==> config.mk <==
export PLATFORM = sky130hd
export DESIGN_NAME = sprite_tile_flip_copy
export DESIGN_NICKNAME = d
export VERILOG_FILES = /design/src/hw/rtl/stfc_pkg.sv /design/src/hw/rtl/stfc_ram.sv /design/src/hw/rtl/stfc_front.sv /design/src/hw/rtl/stfc_desc_queue.sv /design/src/hw/rtl/stfc_back.sv /design/src/hw/rtl/sprite_tile_flip_copy.sv
export SDC_FILE = /design/constraint.sdc
export NUM_CORES = 1
export LEC_CHECK = 0
export ABC_AREA = 1
export BUFFER_PORTS_ARGS = -buffer_cell sky130_fd_sc_hd__buf_4
export CAP_MARGIN = 15
export CORE_ASPECT_RATIO = 1.4
export CORE_MARGIN = 2
export CORE_UTILIZATION = 60
export CTS_BUF_LIST = sky130_fd_sc_hd__clkbuf_4 sky130_fd_sc_hd__clkbuf_8 sky130_fd_sc_hd__clkbuf_16
export DETAILED_ROUTE_END_ITERATION = 10
export PLACE_DENSITY = 0.77
export SLEW_MARGIN = 15
export SYNTH_ARGS = -nofsm -noshare
export SYNTH_HDL_FRONTEND = slang
export SYNTH_SLANG_ARGS = --single-unit
==> constraint.sdc <==
create_clock -name clk -period 7.1 [get_ports clk]
set_input_delay 1.42 -clock clk [delete_from_list [all_inputs] [get_ports clk]]
set_output_delay 1.42 -clock clk [all_outputs]
set_load 0.01 [all_outputs]
==> src/hw/rtl/stfc_pkg.sv <==
package stfc_pkg;

  // Tilemap row stride in entries
  localparam int MAP_WIDTH = 32;

  // Row store: two banks of eight rows
  localparam int ROW_W       = 32;
  localparam int INDEX_W     = 10;
  localparam int BANK_ROWS   = 8;
  localparam int STORE_DEPTH = 2 * BANK_ROWS;
  localparam int STORE_AW    = $clog2(STORE_DEPTH);

  // Tile descriptor queue and result queue depths
  localparam int DESC_DEPTH = 2;
  localparam int OUT_DEPTH  = 4;

  // Configuration register indexes
  localparam logic [0:0] REG_SHAPE = 1'b0;
  localparam logic [0:0] REG_SIZE  = 1'b1;

  // Sprite shape codes
  localparam logic [1:0] SHAPE_SQUARE = 2'd0;
  localparam logic [1:0] SHAPE_WIDE   = 2'd1;
  localparam logic [1:0] SHAPE_TALL   = 2'd2;

  // One completed tile, handed from the front to the back
  typedef struct packed {
    logic               bank;
    logic               xflip;
    logic               yflip;
    logic [INDEX_W-1:0] index;
    logic [5:0]         tile_num;
    logic [7:0]         map_offset;
    logic               last;
  } tile_desc_t;

  // Bank handed back to the front once its last row is read
  typedef struct packed {
    logic valid;
    logic bank;
  } bank_rel_t;

  // One result request
  typedef struct packed {
    logic [ROW_W-1:0] dest_row;
    logic [10:0]      dest_offset;
    logic [14:0]      source_offset;
    logic [7:0]       map_offset;
    logic             tile_done;
    logic             sprite_done;
  } out_item_t;

  // Sprite width and height in tiles as log2, packed {wlog, hlog}
  function automatic logic [3:0] sprite_dims_log2(input logic [1:0] shape,
                                                  input logic [1:0] size);
    logic [3:0] r;
    case (shape)
      SHAPE_SQUARE: r = {size, size};
      SHAPE_WIDE: begin
        case (size)
          2'd0:    r = {2'd1, 2'd0};
          2'd1:    r = {2'd2, 2'd0};
          2'd2:    r = {2'd2, 2'd1};
          default: r = {2'd3, 2'd2};
        endcase
      end
      SHAPE_TALL: begin
        case (size)
          2'd0:    r = {2'd0, 2'd1};
          2'd1:    r = {2'd0, 2'd2};
          2'd2:    r = {2'd1, 2'd2};
          default: r = {2'd2, 2'd3};
        endcase
      end
      default: r = {size, size};
    endcase
    return r;
  endfunction

  // Reverse the eight nibbles of a row
  function automatic logic [ROW_W-1:0] nibble_reverse(input logic [ROW_W-1:0] r);
    logic [ROW_W-1:0] o;
    o = '0;
    for (int n = 0; n < 8; n++) begin
      o[4*(7-n) +: 4] = r[4*n +: 4];
    end
    return o;
  endfunction

endpackage

==> src/hw/rtl/stfc_ram.sv <==
module stfc_ram #(
  parameter int WIDTH = 32,
  parameter int DEPTH = 16
) (
  input  logic                     clk,
  input  logic                     we,
  input  logic [$clog2(DEPTH)-1:0] waddr,
  input  logic [WIDTH-1:0]         wdata,
  input  logic                     re,
  input  logic [$clog2(DEPTH)-1:0] raddr,
  output logic [WIDTH-1:0]         rdata
);

  logic [WIDTH-1:0] mem [DEPTH];

  // Write port
  always_ff @(posedge clk) begin
    if (we) begin
      mem[waddr] <= wdata;
    end
  end

  // Registered read port
  always_ff @(posedge clk) begin
    if (re) begin
      rdata <= mem[raddr];
    end
  end

endmodule

==> src/hw/rtl/stfc_front.sv <==
module stfc_front import stfc_pkg::*; (
  input  logic                clk,
  input  logic                rst,
  // row input
  input  logic                push,
  output logic                full,
  input  logic [ROW_W-1:0]    source_row,
  input  logic [15:0]         map_entry,
  // configuration
  input  logic                cfg_valid,
  output logic                cfg_ready,
  input  logic [0:0]          cfg_index,
  input  logic [1:0]          cfg_data,
  // row store write port
  output logic                store_we,
  output logic [STORE_AW-1:0] store_waddr,
  output logic [ROW_W-1:0]    store_wdata,
  // tile descriptor queue
  output tile_desc_t          desc,
  output logic                desc_push,
  input  logic                desc_full,
  input  bank_rel_t           bank_rel
);

  logic [2:0]         row_counter;
  logic [2:0]         tile_column;
  logic [2:0]         tile_line;
  logic [1:0]         latched_flips;
  logic [INDEX_W-1:0] latched_index;
  logic [1:0]         sprite_shape;
  logic [1:0]         sprite_size;
  logic               wbank;
  logic [1:0]         bank_busy;
  logic [1:0]         bank_busy_next;

  logic               accept;
  logic               first_row;
  logic [INDEX_W-1:0] cur_index;
  logic [1:0]         cur_flips;
  logic [3:0]         dims;
  logic [1:0]         wlog;
  logic [1:0]         hlog;
  logic [3:0]         w;
  logic [3:0]         h;
  logic               last_col;
  logic               last_line;
  logic [11:0]        map_prod;

  assign cfg_ready = 1'b1;
  assign full      = bank_busy[wbank] || desc_full;
  assign accept    = push && !full;
  assign first_row = (row_counter == 3'd0);

  // Take the tilemap entry on row 0, hold it for the rest of the tile
  assign cur_index = first_row ? map_entry[INDEX_W-1:0] : latched_index;
  assign cur_flips = first_row ? map_entry[11:10] : latched_flips;

  // Write each row into the current bank
  assign store_we    = accept;
  assign store_waddr = {wbank, row_counter};
  assign store_wdata = source_row;

  // Sprite geometry and tile position
  assign dims      = sprite_dims_log2(sprite_shape, sprite_size);
  assign wlog      = dims[3:2];
  assign hlog      = dims[1:0];
  assign w         = 4'd1 << wlog;
  assign h         = 4'd1 << hlog;
  assign last_col  = ({1'b0, tile_column} + 4'd1) >= w;
  assign last_line = ({1'b0, tile_line} + 4'd1) >= h;
  assign map_prod  = 12'(tile_line) * 12'(MAP_WIDTH) + 12'(tile_column);

  // Describe the finished tile on its eighth row
  always_comb begin
    desc.bank       = wbank;
    desc.xflip      = cur_flips[0];
    desc.yflip      = cur_flips[1];
    desc.index      = cur_index;
    desc.tile_num   = 6'({3'b000, tile_line} << wlog) + 6'(tile_column);
    desc.map_offset = map_prod[7:0];
    desc.last       = last_col && last_line;
  end

  assign desc_push = accept && (row_counter == 3'd7);

  // Set a bank busy when its tile is queued, drop it when the back is done
  always_comb begin
    bank_busy_next = bank_busy;
    if (bank_rel.valid) begin
      bank_busy_next[bank_rel.bank] = 1'b0;
    end
    if (desc_push) begin
      bank_busy_next[wbank] = 1'b1;
    end
  end

  always_ff @(posedge clk) begin
    if (rst) begin
      row_counter   <= '0;
      tile_column   <= '0;
      tile_line     <= '0;
      latched_flips <= '0;
      latched_index <= '0;
      sprite_shape  <= '0;
      sprite_size   <= '0;
      wbank         <= 1'b0;
      bank_busy     <= '0;
    end else begin
      bank_busy <= bank_busy_next;
      // Register writes
      if (cfg_valid && cfg_ready) begin
        case (cfg_index)
          REG_SHAPE: sprite_shape <= cfg_data;
          REG_SIZE:  sprite_size  <= cfg_data;
          default:   ;
        endcase
      end
      // Advance row and tile position
      if (accept) begin
        latched_index <= cur_index;
        latched_flips <= cur_flips;
        row_counter   <= row_counter + 3'd1;
        if (row_counter == 3'd7) begin
          wbank <= ~wbank;
          if (last_col) begin
            tile_column <= '0;
            tile_line   <= last_line ? 3'd0 : tile_line + 3'd1;
          end else begin
            tile_column <= tile_column + 3'd1;
          end
        end
      end
    end
  end

`ifndef SYNTH
  a_write_free_bank: assert property (@(posedge clk) disable iff (rst)
    accept |-> !bank_busy[wbank])
    else $error("row written into a bank still being read");
  a_release_busy: assert property (@(posedge clk) disable iff (rst)
    bank_rel.valid |-> bank_busy[bank_rel.bank])
    else $error("release of a bank that was not busy");
  a_queue_room: assert property (@(posedge clk) disable iff (rst)
    desc_push |-> !desc_full)
    else $error("tile queued while descriptor queue full");
`endif

endmodule

==> src/hw/rtl/stfc_desc_queue.sv <==
module stfc_desc_queue import stfc_pkg::*; (
  input  logic       clk,
  input  logic       rst,
  input  logic       push,
  input  tile_desc_t push_desc,
  output logic       full,
  input  logic       pop,
  output tile_desc_t head,
  output logic       empty
);

  localparam int PTR_W = $clog2(DESC_DEPTH);
  localparam int CNT_W = $clog2(DESC_DEPTH + 1);

  tile_desc_t       mem [DESC_DEPTH];
  logic [PTR_W-1:0] wr_ptr;
  logic [PTR_W-1:0] rd_ptr;
  logic [CNT_W-1:0] count;
  logic             do_push;
  logic             do_pop;

  assign full    = (count == CNT_W'(DESC_DEPTH));
  assign empty   = (count == '0);
  assign do_push = push && !full;
  assign do_pop  = pop && !empty;
  assign head    = mem[rd_ptr];

  // Store descriptors
  always_ff @(posedge clk) begin
    if (do_push) begin
      mem[wr_ptr] <= push_desc;
    end
  end

  // Advance pointers and count
  always_ff @(posedge clk) begin
    if (rst) begin
      wr_ptr <= '0;
      rd_ptr <= '0;
      count  <= '0;
    end else begin
      if (do_push) begin
        wr_ptr <= wr_ptr + PTR_W'(1);
      end
      if (do_pop) begin
        rd_ptr <= rd_ptr + PTR_W'(1);
      end
      count <= count + CNT_W'(do_push) - CNT_W'(do_pop);
    end
  end

`ifndef SYNTH
  a_count_range: assert property (@(posedge clk) disable iff (rst)
    count <= CNT_W'(DESC_DEPTH))
    else $error("descriptor queue count out of range");
  a_count_track: assert property (@(posedge clk) disable iff (rst)
    (do_push && !do_pop) |=> (count == $past(count) + CNT_W'(1)))
    else $error("descriptor queue count lost a push");
  a_ptr_match: assert property (@(posedge clk) disable iff (rst)
    empty |-> (wr_ptr == rd_ptr))
    else $error("descriptor queue pointers disagree when empty");
`endif

endmodule

==> src/hw/rtl/stfc_back.sv <==
module stfc_back import stfc_pkg::*; (
  input  logic                clk,
  input  logic                rst,
  // tile descriptor queue
  input  tile_desc_t          q_desc,
  input  logic                q_empty,
  output logic                q_pop,
  // row store read port
  output logic                store_re,
  output logic [STORE_AW-1:0] store_raddr,
  input  logic [ROW_W-1:0]    store_rdata,
  output bank_rel_t           bank_rel,
  // result output
  output logic                empty,
  input  logic                pop,
  output logic [ROW_W-1:0]    dest_row,
  output logic [10:0]         dest_offset,
  output logic [14:0]         source_offset,
  output logic [7:0]          map_offset,
  output logic                tile_done,
  output logic                sprite_done
);

  localparam int OUT_AW = $clog2(OUT_DEPTH);
  localparam int OUT_CW = $clog2(OUT_DEPTH + 1);

  logic              active;
  tile_desc_t        cur;
  logic [2:0]        k;
  logic              rd_valid;
  tile_desc_t        rd_desc;
  logic [2:0]        rd_k;

  out_item_t         fifo_mem [OUT_DEPTH];
  logic [OUT_AW-1:0] wr_ptr;
  logic [OUT_AW-1:0] rd_ptr;
  logic [OUT_CW-1:0] cnt;

  logic              credit_ok;
  logic              issue;
  logic              last_issue;
  logic              fifo_pop;
  out_item_t         new_item;
  out_item_t         head;

  // Issue a read only when the result queue has room for it
  assign credit_ok  = (cnt + OUT_CW'(rd_valid)) < OUT_CW'(OUT_DEPTH);
  assign issue      = active && credit_ok;
  assign last_issue = issue && (k == 3'd7);
  assign q_pop      = !q_empty && (!active || last_issue);

  // Walk the rows of the bank, reversed for y-flip
  assign store_re    = issue;
  assign store_raddr = {cur.bank, (cur.yflip ? ~k : k)};

  assign bank_rel.valid = last_issue;
  assign bank_rel.bank  = cur.bank;

  always_ff @(posedge clk) begin
    if (rst) begin
      active   <= 1'b0;
      k        <= '0;
      rd_valid <= 1'b0;
    end else begin
      rd_valid <= issue;
      if (issue) begin
        k <= k + 3'd1;
      end
      if (q_pop) begin
        active <= 1'b1;
        k      <= '0;
      end else if (last_issue) begin
        active <= 1'b0;
      end
    end
  end

  // Load the next tile and stage the read context
  always_ff @(posedge clk) begin
    if (q_pop) begin
      cur <= q_desc;
    end
    rd_desc <= cur;
    rd_k    <= k;
  end

  // Build the result request from the read row
  always_comb begin
    new_item.dest_row      = rd_desc.xflip ? nibble_reverse(store_rdata) : store_rdata;
    new_item.dest_offset   = {rd_desc.tile_num, rd_k, 2'b00};
    new_item.source_offset = {rd_desc.index, 5'b00000};
    new_item.map_offset    = rd_desc.map_offset;
    new_item.tile_done     = (rd_k == 3'd7);
    new_item.sprite_done   = (rd_k == 3'd7) && rd_desc.last;
  end

  // Result queue
  assign empty    = (cnt == '0);
  assign fifo_pop = pop && !empty;
  assign head     = fifo_mem[rd_ptr];

  always_ff @(posedge clk) begin
    if (rd_valid) begin
      fifo_mem[wr_ptr] <= new_item;
    end
  end

  always_ff @(posedge clk) begin
    if (rst) begin
      wr_ptr <= '0;
      rd_ptr <= '0;
      cnt    <= '0;
    end else begin
      if (rd_valid) begin
        wr_ptr <= wr_ptr + OUT_AW'(1);
      end
      if (fifo_pop) begin
        rd_ptr <= rd_ptr + OUT_AW'(1);
      end
      cnt <= cnt + OUT_CW'(rd_valid) - OUT_CW'(fifo_pop);
    end
  end

  assign dest_row      = head.dest_row;
  assign dest_offset   = head.dest_offset;
  assign source_offset = head.source_offset;
  assign map_offset    = head.map_offset;
  assign tile_done     = head.tile_done;
  assign sprite_done   = head.sprite_done;

`ifndef SYNTH
  a_no_overrun: assert property (@(posedge clk) disable iff (rst)
    (cnt + OUT_CW'(rd_valid)) <= OUT_CW'(OUT_DEPTH))
    else $error("result queue overrun");
  a_load_when_free: assert property (@(posedge clk) disable iff (rst)
    q_pop |-> (!active || (k == 3'd7)))
    else $error("tile loaded while previous tile unfinished");
  a_write_follows_issue: assert property (@(posedge clk) disable iff (rst)
    issue |=> rd_valid)
    else $error("issued read did not reach result queue");
  a_tile_done_order: assert property (@(posedge clk) disable iff (rst)
    (rd_valid && (rd_k == 3'd7)) |-> $past(last_issue))
    else $error("tile end out of order");
`endif

endmodule

==> src/hw/rtl/sprite_tile_flip_copy.sv <==
// Channel   | Handshake            | Payload
// ----------+----------------------+---------------------------------------------
// row in    | push / full          | source_row[31:0], map_entry[15:0]
// result    | empty / pop          | dest_row[31:0], dest_offset[10:0],
//           |                      | source_offset[14:0], map_offset[7:0],
//           |                      | tile_done, sprite_done
// config    | cfg_valid / cfg_ready| cfg_index[0:0], cfg_data[1:0]
//
// Rows are taken one per cycle while the bank to be written is free; each tile then yields
// eight result requests, one per cycle while the result queue has room, once the back
// has taken its descriptor. full holds while both row store banks wait to be read;
// at full rate the front meets a bank still being read every second tile and waits.
// A stalled pop fills the four-entry result queue and then holds row store reads.
// Synchronous active-high reset clears counters, position, registers and queues.
module sprite_tile_flip_copy import stfc_pkg::*; (
  input  logic               clk,
  input  logic               rst,
  input  logic               push,
  output logic               full,
  input  logic [ROW_W-1:0]   source_row,
  input  logic [15:0]        map_entry,
  output logic               empty,
  input  logic               pop,
  output logic [ROW_W-1:0]   dest_row,
  output logic [10:0]        dest_offset,
  output logic [14:0]        source_offset,
  output logic [7:0]         map_offset,
  output logic               tile_done,
  output logic               sprite_done,
  input  logic               cfg_valid,
  output logic               cfg_ready,
  input  logic [0:0]         cfg_index,
  input  logic [1:0]         cfg_data
);

  logic                store_we;
  logic [STORE_AW-1:0] store_waddr;
  logic [ROW_W-1:0]    store_wdata;
  logic                store_re;
  logic [STORE_AW-1:0] store_raddr;
  logic [ROW_W-1:0]    store_rdata;
  tile_desc_t          desc;
  logic                desc_push;
  logic                desc_full;
  tile_desc_t          q_desc;
  logic                q_empty;
  logic                q_pop;
  bank_rel_t           bank_rel;

  stfc_front u_front (
    .clk         (clk),
    .rst         (rst),
    .push        (push),
    .full        (full),
    .source_row  (source_row),
    .map_entry   (map_entry),
    .cfg_valid   (cfg_valid),
    .cfg_ready   (cfg_ready),
    .cfg_index   (cfg_index),
    .cfg_data    (cfg_data),
    .store_we    (store_we),
    .store_waddr (store_waddr),
    .store_wdata (store_wdata),
    .desc        (desc),
    .desc_push   (desc_push),
    .desc_full   (desc_full),
    .bank_rel    (bank_rel)
  );

  stfc_ram #(
    .WIDTH (ROW_W),
    .DEPTH (STORE_DEPTH)
  ) u_row_store (
    .clk   (clk),
    .we    (store_we),
    .waddr (store_waddr),
    .wdata (store_wdata),
    .re    (store_re),
    .raddr (store_raddr),
    .rdata (store_rdata)
  );

  stfc_desc_queue u_desc_queue (
    .clk       (clk),
    .rst       (rst),
    .push      (desc_push),
    .push_desc (desc),
    .full      (desc_full),
    .pop       (q_pop),
    .head      (q_desc),
    .empty     (q_empty)
  );

  stfc_back u_back (
    .clk           (clk),
    .rst           (rst),
    .q_desc        (q_desc),
    .q_empty       (q_empty),
    .q_pop         (q_pop),
    .store_re      (store_re),
    .store_raddr   (store_raddr),
    .store_rdata   (store_rdata),
    .bank_rel      (bank_rel),
    .empty         (empty),
    .pop           (pop),
    .dest_row      (dest_row),
    .dest_offset   (dest_offset),
    .source_offset (source_offset),
    .map_offset    (map_offset),
    .tile_done     (tile_done),
    .sprite_done   (sprite_done)
  );

endmodule
; ---- After elaboration in Yosys (flattened, before gate mapping)
; Memory sizes are Yosys's and may differ from the RTL's. A register that Yosys moved wholly into a read port is not among the register bits.
; Cells that the tools add are included.
; Widths: inputs -> output; s select.
[op_classes]
addsub = 16
n_mul = 0
div = 0
order_cmp = 7
n_eq_ne = 8
shifts = 3
muxes = 27
bitwise = 6
reduce_logical = 29
[ops]
columns = op, n
row1 = $mux 32, 1
row2 = $pmux 4 s3, 2
row3 = $add 3x1->3 const B, 4
row4 = $logic_and 1x1->1, 12
row5 = $mux 1, 12
row6 = $mux 10, 1
row7 = $mux 2, 5
row8 = $eq 3x3->1 const B, 3
row9 = $mux 3, 3
row10 = $add 3x1->4 const B, 2
row11 = $add 8x3->8, 1
row12 = $ge 4x4->1, 2
row13 = $pmux 4 s2, 1
row14 = $shl 1x2->4 const A, 2
row15 = $add 6x3->6, 1
row16 = $eq 2x2->1 const B, 3
row17 = $logic_not 3->1, 2
row18 = $reduce_and 2->1, 3
row19 = $shl 3x2->6, 1
row20 = $logic_not 1->1, 5
row21 = $add 2x1->2 const B, 2
row22 = $eq 2x1->1 const B, 2
row23 = $logic_not 2->1, 2
row24 = $lt 1x2->1 const B, 2
row25 = 17 further kinds, 22
[word_totals]
register_bits = 73
latch_bits = 0
ramBits = 812
rom_bits = 0
inputBits = 56
output_inout_bits = 71
elab_cells = 123
n_memories = 3
[memory_table]
columns = memory, depth, word_bits, rd, rd_ports_with_merged_regs, write_ports, line
row1 = u_row_store.mem, 16, 32, 1, 1, 1, stfc_ram.sv:14  ; logic [WIDTH-1:0] mem [DEPTH];
row2 = u_back.fifo_mem, 4, 61, 1, 1, 1, stfc_back.sv:34  ; out_item_t fifo_mem [OUT_DEPTH];
row3 = u_desc_queue.mem, 2, 28, 1, 1, 1, stfc_desc_queue.sv:15  ; tile_desc_t mem [DESC_DEPTH];

; ---- Logic depth before layout (Yosys ltp)
[logic_depth]
word_depth = 9
mapped_depth = 18
ltp_nobuf = 18

; ---- By module
; From an unflattened synthesis, not the netlist that was laid out.
[unflattened]
cells_unflattened = 3421
area_unflattened_um2 = 39928.3
[by_module_without_submodules]
columns = module, instances, cells_each, area_each_um2, seq_area_each_um2
row1 = stfc_ram, 1, 2120, 23050.9, 16335.7
row2 = stfc_back, 1, 842, 12238.0, 9028.7
row3 = stfc_desc_queue, 1, 126, 2374.8, 1781.7
row4 = stfc_front, 1, 333, 2264.7, 560.5

; ---- Worst setup path before layout
; No wires, ideal clock.
[synth_timing]
path_type = register to register
start = register u_back.rd_valid
end = register u_desc_queue.count[1]
setup_ns = 0.070
arrival_ns = 4.297
required_ns = 7.030
setup_slack_ns = 2.733
path_stages_with_launch = 15
path_buffers = 0
path_cell_list = dfxtp_1 -> ha_1 -> ha_1 -> xor2_1 -> nor2_1 -> nand2_1 -> nand2_1 -> nand2_1 -> inv_1 -> ha_1 -> inv_1 -> ha_1 -> xor2_1 -> o21ai_0 -> a21oi_1
[synth_between]
elab_chain_len = 8
[synth_lines]
columns = item, line
row1 = "start, declared", stfc_back.sv:30  ; logic rd_valid;
row2 = "start signal, assigned", stfc_back.sv:65  ; rd_valid <= issue;
row3 = $add 3x1->3, stfc_back.sv:47  ; assign credit_ok = (cnt + OUT_CW'(rd_valid)) < OUT_CW'(OUT_DEPTH);
row4 = $lt 3x3->1, stfc_back.sv:47
row5 = $logic_and 1x1->1, stfc_back.sv:48  ; assign issue = active && credit_ok;
row6 = net store_re, sprite_tile_flip_copy.sv:39  ; logic store_re;
row7 = $logic_and 1x1->1, stfc_back.sv:49  ; assign last_issue = issue && (k == 3'd7);
row8 = $logic_or 1x1->1, stfc_back.sv:50  ; assign q_pop = !q_empty && (!active || last_issue);
row9 = $logic_and 1x1->1, stfc_back.sv:50
row10 = net q_pop, sprite_tile_flip_copy.sv:47  ; logic q_pop;
row11 = $logic_and 1x1->1, stfc_desc_queue.sv:25  ; assign do_pop = pop && !empty;
row12 = $sub 2x1->2, stfc_desc_queue.sv:48  ; count <= count + CNT_W'(do_push) - CNT_W'(do_pop);
row13 = "end signal, assigned", stfc_desc_queue.sv:48
row14 = "end, declared", stfc_desc_queue.sv:18  ; logic [CNT_W-1:0] count;
; The timed path passes the listed nets, and every way through them passes these cells.
; A chain may end at the register's enable or synchronous reset.

==> flow_metrics.py <==
metrics = {
    "synth": {
        "synth-seq-area-share": 0.724,
        "ys_ff_latch": 931,
        "synth_area_um2": 37600,
        "synth_edf_count": 858,
        "async_flop_share": 0,
        "synth_cell_types": 32,
        "yosysWarnings": 0,
        "syn-mean-instance-area_um2": 11.9,
        "syn_inst": 3159,
        "synth_ff_type": "edfxtp_1",
    },
    "cts": {
        "clk_pin_slew_ps": 70,
        "ctsLongestPathBuffers": 3,
        "cts_root_buf": "clkbuf_16",
        "clk-insertion-delay-late_ps": 640,
        "hold_buffers": 0,
        "cts_tree": "built",
        "clock_sinks": 931,
        "cts_max_level": 3,
        "cts_setup_buffers": 0,
        "cts_made_buffers": 81,
        "post_cts_resize_count": 0,
    },
    "power": {
        "p_leak_nw": 16.1,
        "power_density_nw_per_um2": 390,
        "power.total_mw": 16.2,
        "vdd_ir_drop_max_mv": 0.296,
    },
    "die": {
        "die-area_um2": 64700,
        "initial_core_util": 0.606,
        "row_count": 108,
        "core_area_um2": 62000,
        "die_w_um": 216,
        "die_h_um": 300,
        "io-pin-count": 127,
    },
    "routing": {
        "drtAntennaViolNets": 0,
        "first_pass_iters": 6,
        "viasPerCell": 5.73,
        "vias": 23600,
        "drc_errors": 0,
        "drt_iter0_markers": 2548,
        "wl_per_cell_um": 20.0,
        "wl_um": 82300,
    },
    "worst_setup_path": {
        "end_kind": "output pin",
        "cp_common_cell": "buf_4",
        "max_stage_delay_ps": 740,
        "critPathLaunchType": "flop",
        "critPathKind": "flop to output pin",
        "worst-path-buf-inv": 3,
        "worstPathRequired_ps": 5680,
        "worstPathMaxFanout": 65,
        "r2r_start": "u_back.cur[25]",
        "crit_family": "buffers and inverters",
        "crit_slowest_cell": "inv_2",
        "crit_arrival_ps": 3230,
        "worstPathCellList": "inv_2 -> buf_4 -> o21ai_0 -> o22ai_1 -> buf_4",
    },
    "timing": {
        "slew_violations": 0,
        "rsz0062_at_grt": "no",
        "period_share": 0.654,
        "max_freq_ghz": 0.215,
        "finalSetupTns_ps": 0,
        "worstMarginPinSlew_ps": 1130,
        "relSlewSlack": 0.247,
        "min_period_ps": 4650,
        "hold_viol": 0,
        "fin_skew_ps": 23.2,
        "finalSetupViolCount": 0,
    },
    "run_status": {
        "outcome": "finished clean",
    },
    "placement": {
        "place_congestion": 0.789,
        "place_area_um2": 39000,
        "dp_hpwl_um": 44700,
        "io_buffers": 112,
        "dp.cells": 3970,
    },
    "min_path": {
        "hp-start": "u_back.cur[9]",
        "hold_class": "flop to flop",
    },
    "global_route": {
        "grt.overflow.total": 0,
        "grt_use_total": 0.253,
        "grt_pass1_vias": 23500,
        "antenna_found_initial": 9,
        "grt_max_degree": 131,
        "grt_pass1_wl_um": 126000,
    },
    "finish": {
        "multiInputGateArea_um2": 8310,
        "fin_nets": 3322,
        "final_core_util": 0.672,
        "ff_latch_area_um2": 27200,
        "fill_cells": 4111,
        "final_area_um2": 41700,
        "layout-drive-gt1-share": 0.104,
        "instances_no_fill": 4119,
        "area_growth_pct": 10.8,
    },
    "job": {
        "maxCapViolCount": 0,
    },
}
==> layout make-up <==
| type | instances | share of cell area |
|---|---|---|
| diodes | 3 | 0.000180 |
| multi-input cells | 1721 | 0.200 |
| inverters | 344 | 0.0311 |
| well taps | 825 | 0.0248 |
| clock inverters | 47 | 0.0110 |
| repair buffers | 149 | 0.0269 |
| flip-flops and latches | 931 | 0.654 |
| clock buffers | 99 | 0.0526 |
==> layer usage <==
| metal | global-route usage | up-vias | part of all wire |
|---|---|---|---|
| met5 | 0 | - | 0.00044 |
| met4 | 0.116 | 6 | 0.035 |
| met3 | 0.0413 | 207 | 0.074 |
| met2 | 0.448 | 1014 | 0.51 |
| met1 | 0.305 | 11500 | 0.37 |
| li1 | - | 10900 | - |
==> worst paths after layout <==
path,slack (ps),end,cells after the start
max reg2reg,3280,u_row_store.rdata[10],9
min,340,u_back.new_item[30],0
min reg2reg,340,u_back.new_item[30],0
max,2450,dest_row[11],5
==> report_power, final <==
group | internal, mW | switching [mW]
combinational | 1.38 | 3.41
sequential | 6.81 | 0.270
clock | 2.47 | 1.91
==> Yosys cell counts (12+ instances only) <==
master / n / area, µm²
edfxtp_1: 858 / 25800
nand2_1: 771 / 2890
inv_1: 338 / 1270
nand3_1: 306 / 1530
nor2_1: 187 / 702
o21ai_0: 165 / 826
dfxtp_1: 73 / 1460
a21oi_1: 67 / 335
o211ai_1: 64 / 480
o22ai_1: 60 / 375
clkbuf_1: 48 / 180
buf_2: 46 / 230
buf_4: 45 / 338
ha_1: 37 / 463
mux2_2: 26 / 293
buf_1: 20 / 75.1
buf_6: 12 / 135
==> cells by family (layout without fill, tap and decap cells) <==
| group | after synthesis | in the layout | synth area share |
|---|---|---|---|
| and+or+nand+nor | 1280 | 1280 | 0.139 |
| DFF | 931 | 931 | 0.724 |
| buffers and inverters | 515 | 639 | 0.0598 |
| AOI/OAI and AO/OA | 359 | 359 | 0.0542 |
| adders and majority gates | 38 | 38 | 0.0128 |
| muxes | 26 | 26 | 0.00779 |
| xor gates and xnor gates | 8 | 8 | 0.00186 |
| other | 2 | 13 | 0.000200 |
==> cells in the final DEF, fill, tap and decap left out, drive strengths merged <==
cell        n
o21bai      2
xnor2       2
dfxtp      73
o211ai     64
and2        1
a31oi       1
nand3     306
inv       347
o21ai     165
ha         37
buf       149
or2         1
clkinvlp    3
nor2      188
a21oi      67
bufinv      7
nand4       6
edfxtp    858
conb       10
nor3        4
diode       3
clkbuf     99
fa          1
o22ai      60
clkinv     34
xor2        6
mux2       26
and3        2
nand2     772
==> through the flow <==
stage          hold slack [ps]  worst slack, ps
2_1_floorplan              323             2730
3_3_place_gp               324             3060
3_5_place_dp               327             2980
4_1_cts                    335             2400
5_1_grt                    347             2180
6_report                   337             2450
==> state kept, by name, summed over array words and instances (netlist names), 3 cells and up, named ones only <==
name	count
u_front.tile_line	3
u_back.new_item	22
u_front.tile_column	3
u_back.rd_k	3
u_front.latched_index	10
u_back.cnt	3
u_desc_queue.mem	52
u_back.fifo_mem	236
u_row_store.rdata	32
u_row_store.mem	512
u_back.k	3
u_front.row_counter	3
u_back.cur	25
No activity file was read; power rests on OpenSTA's default activity.
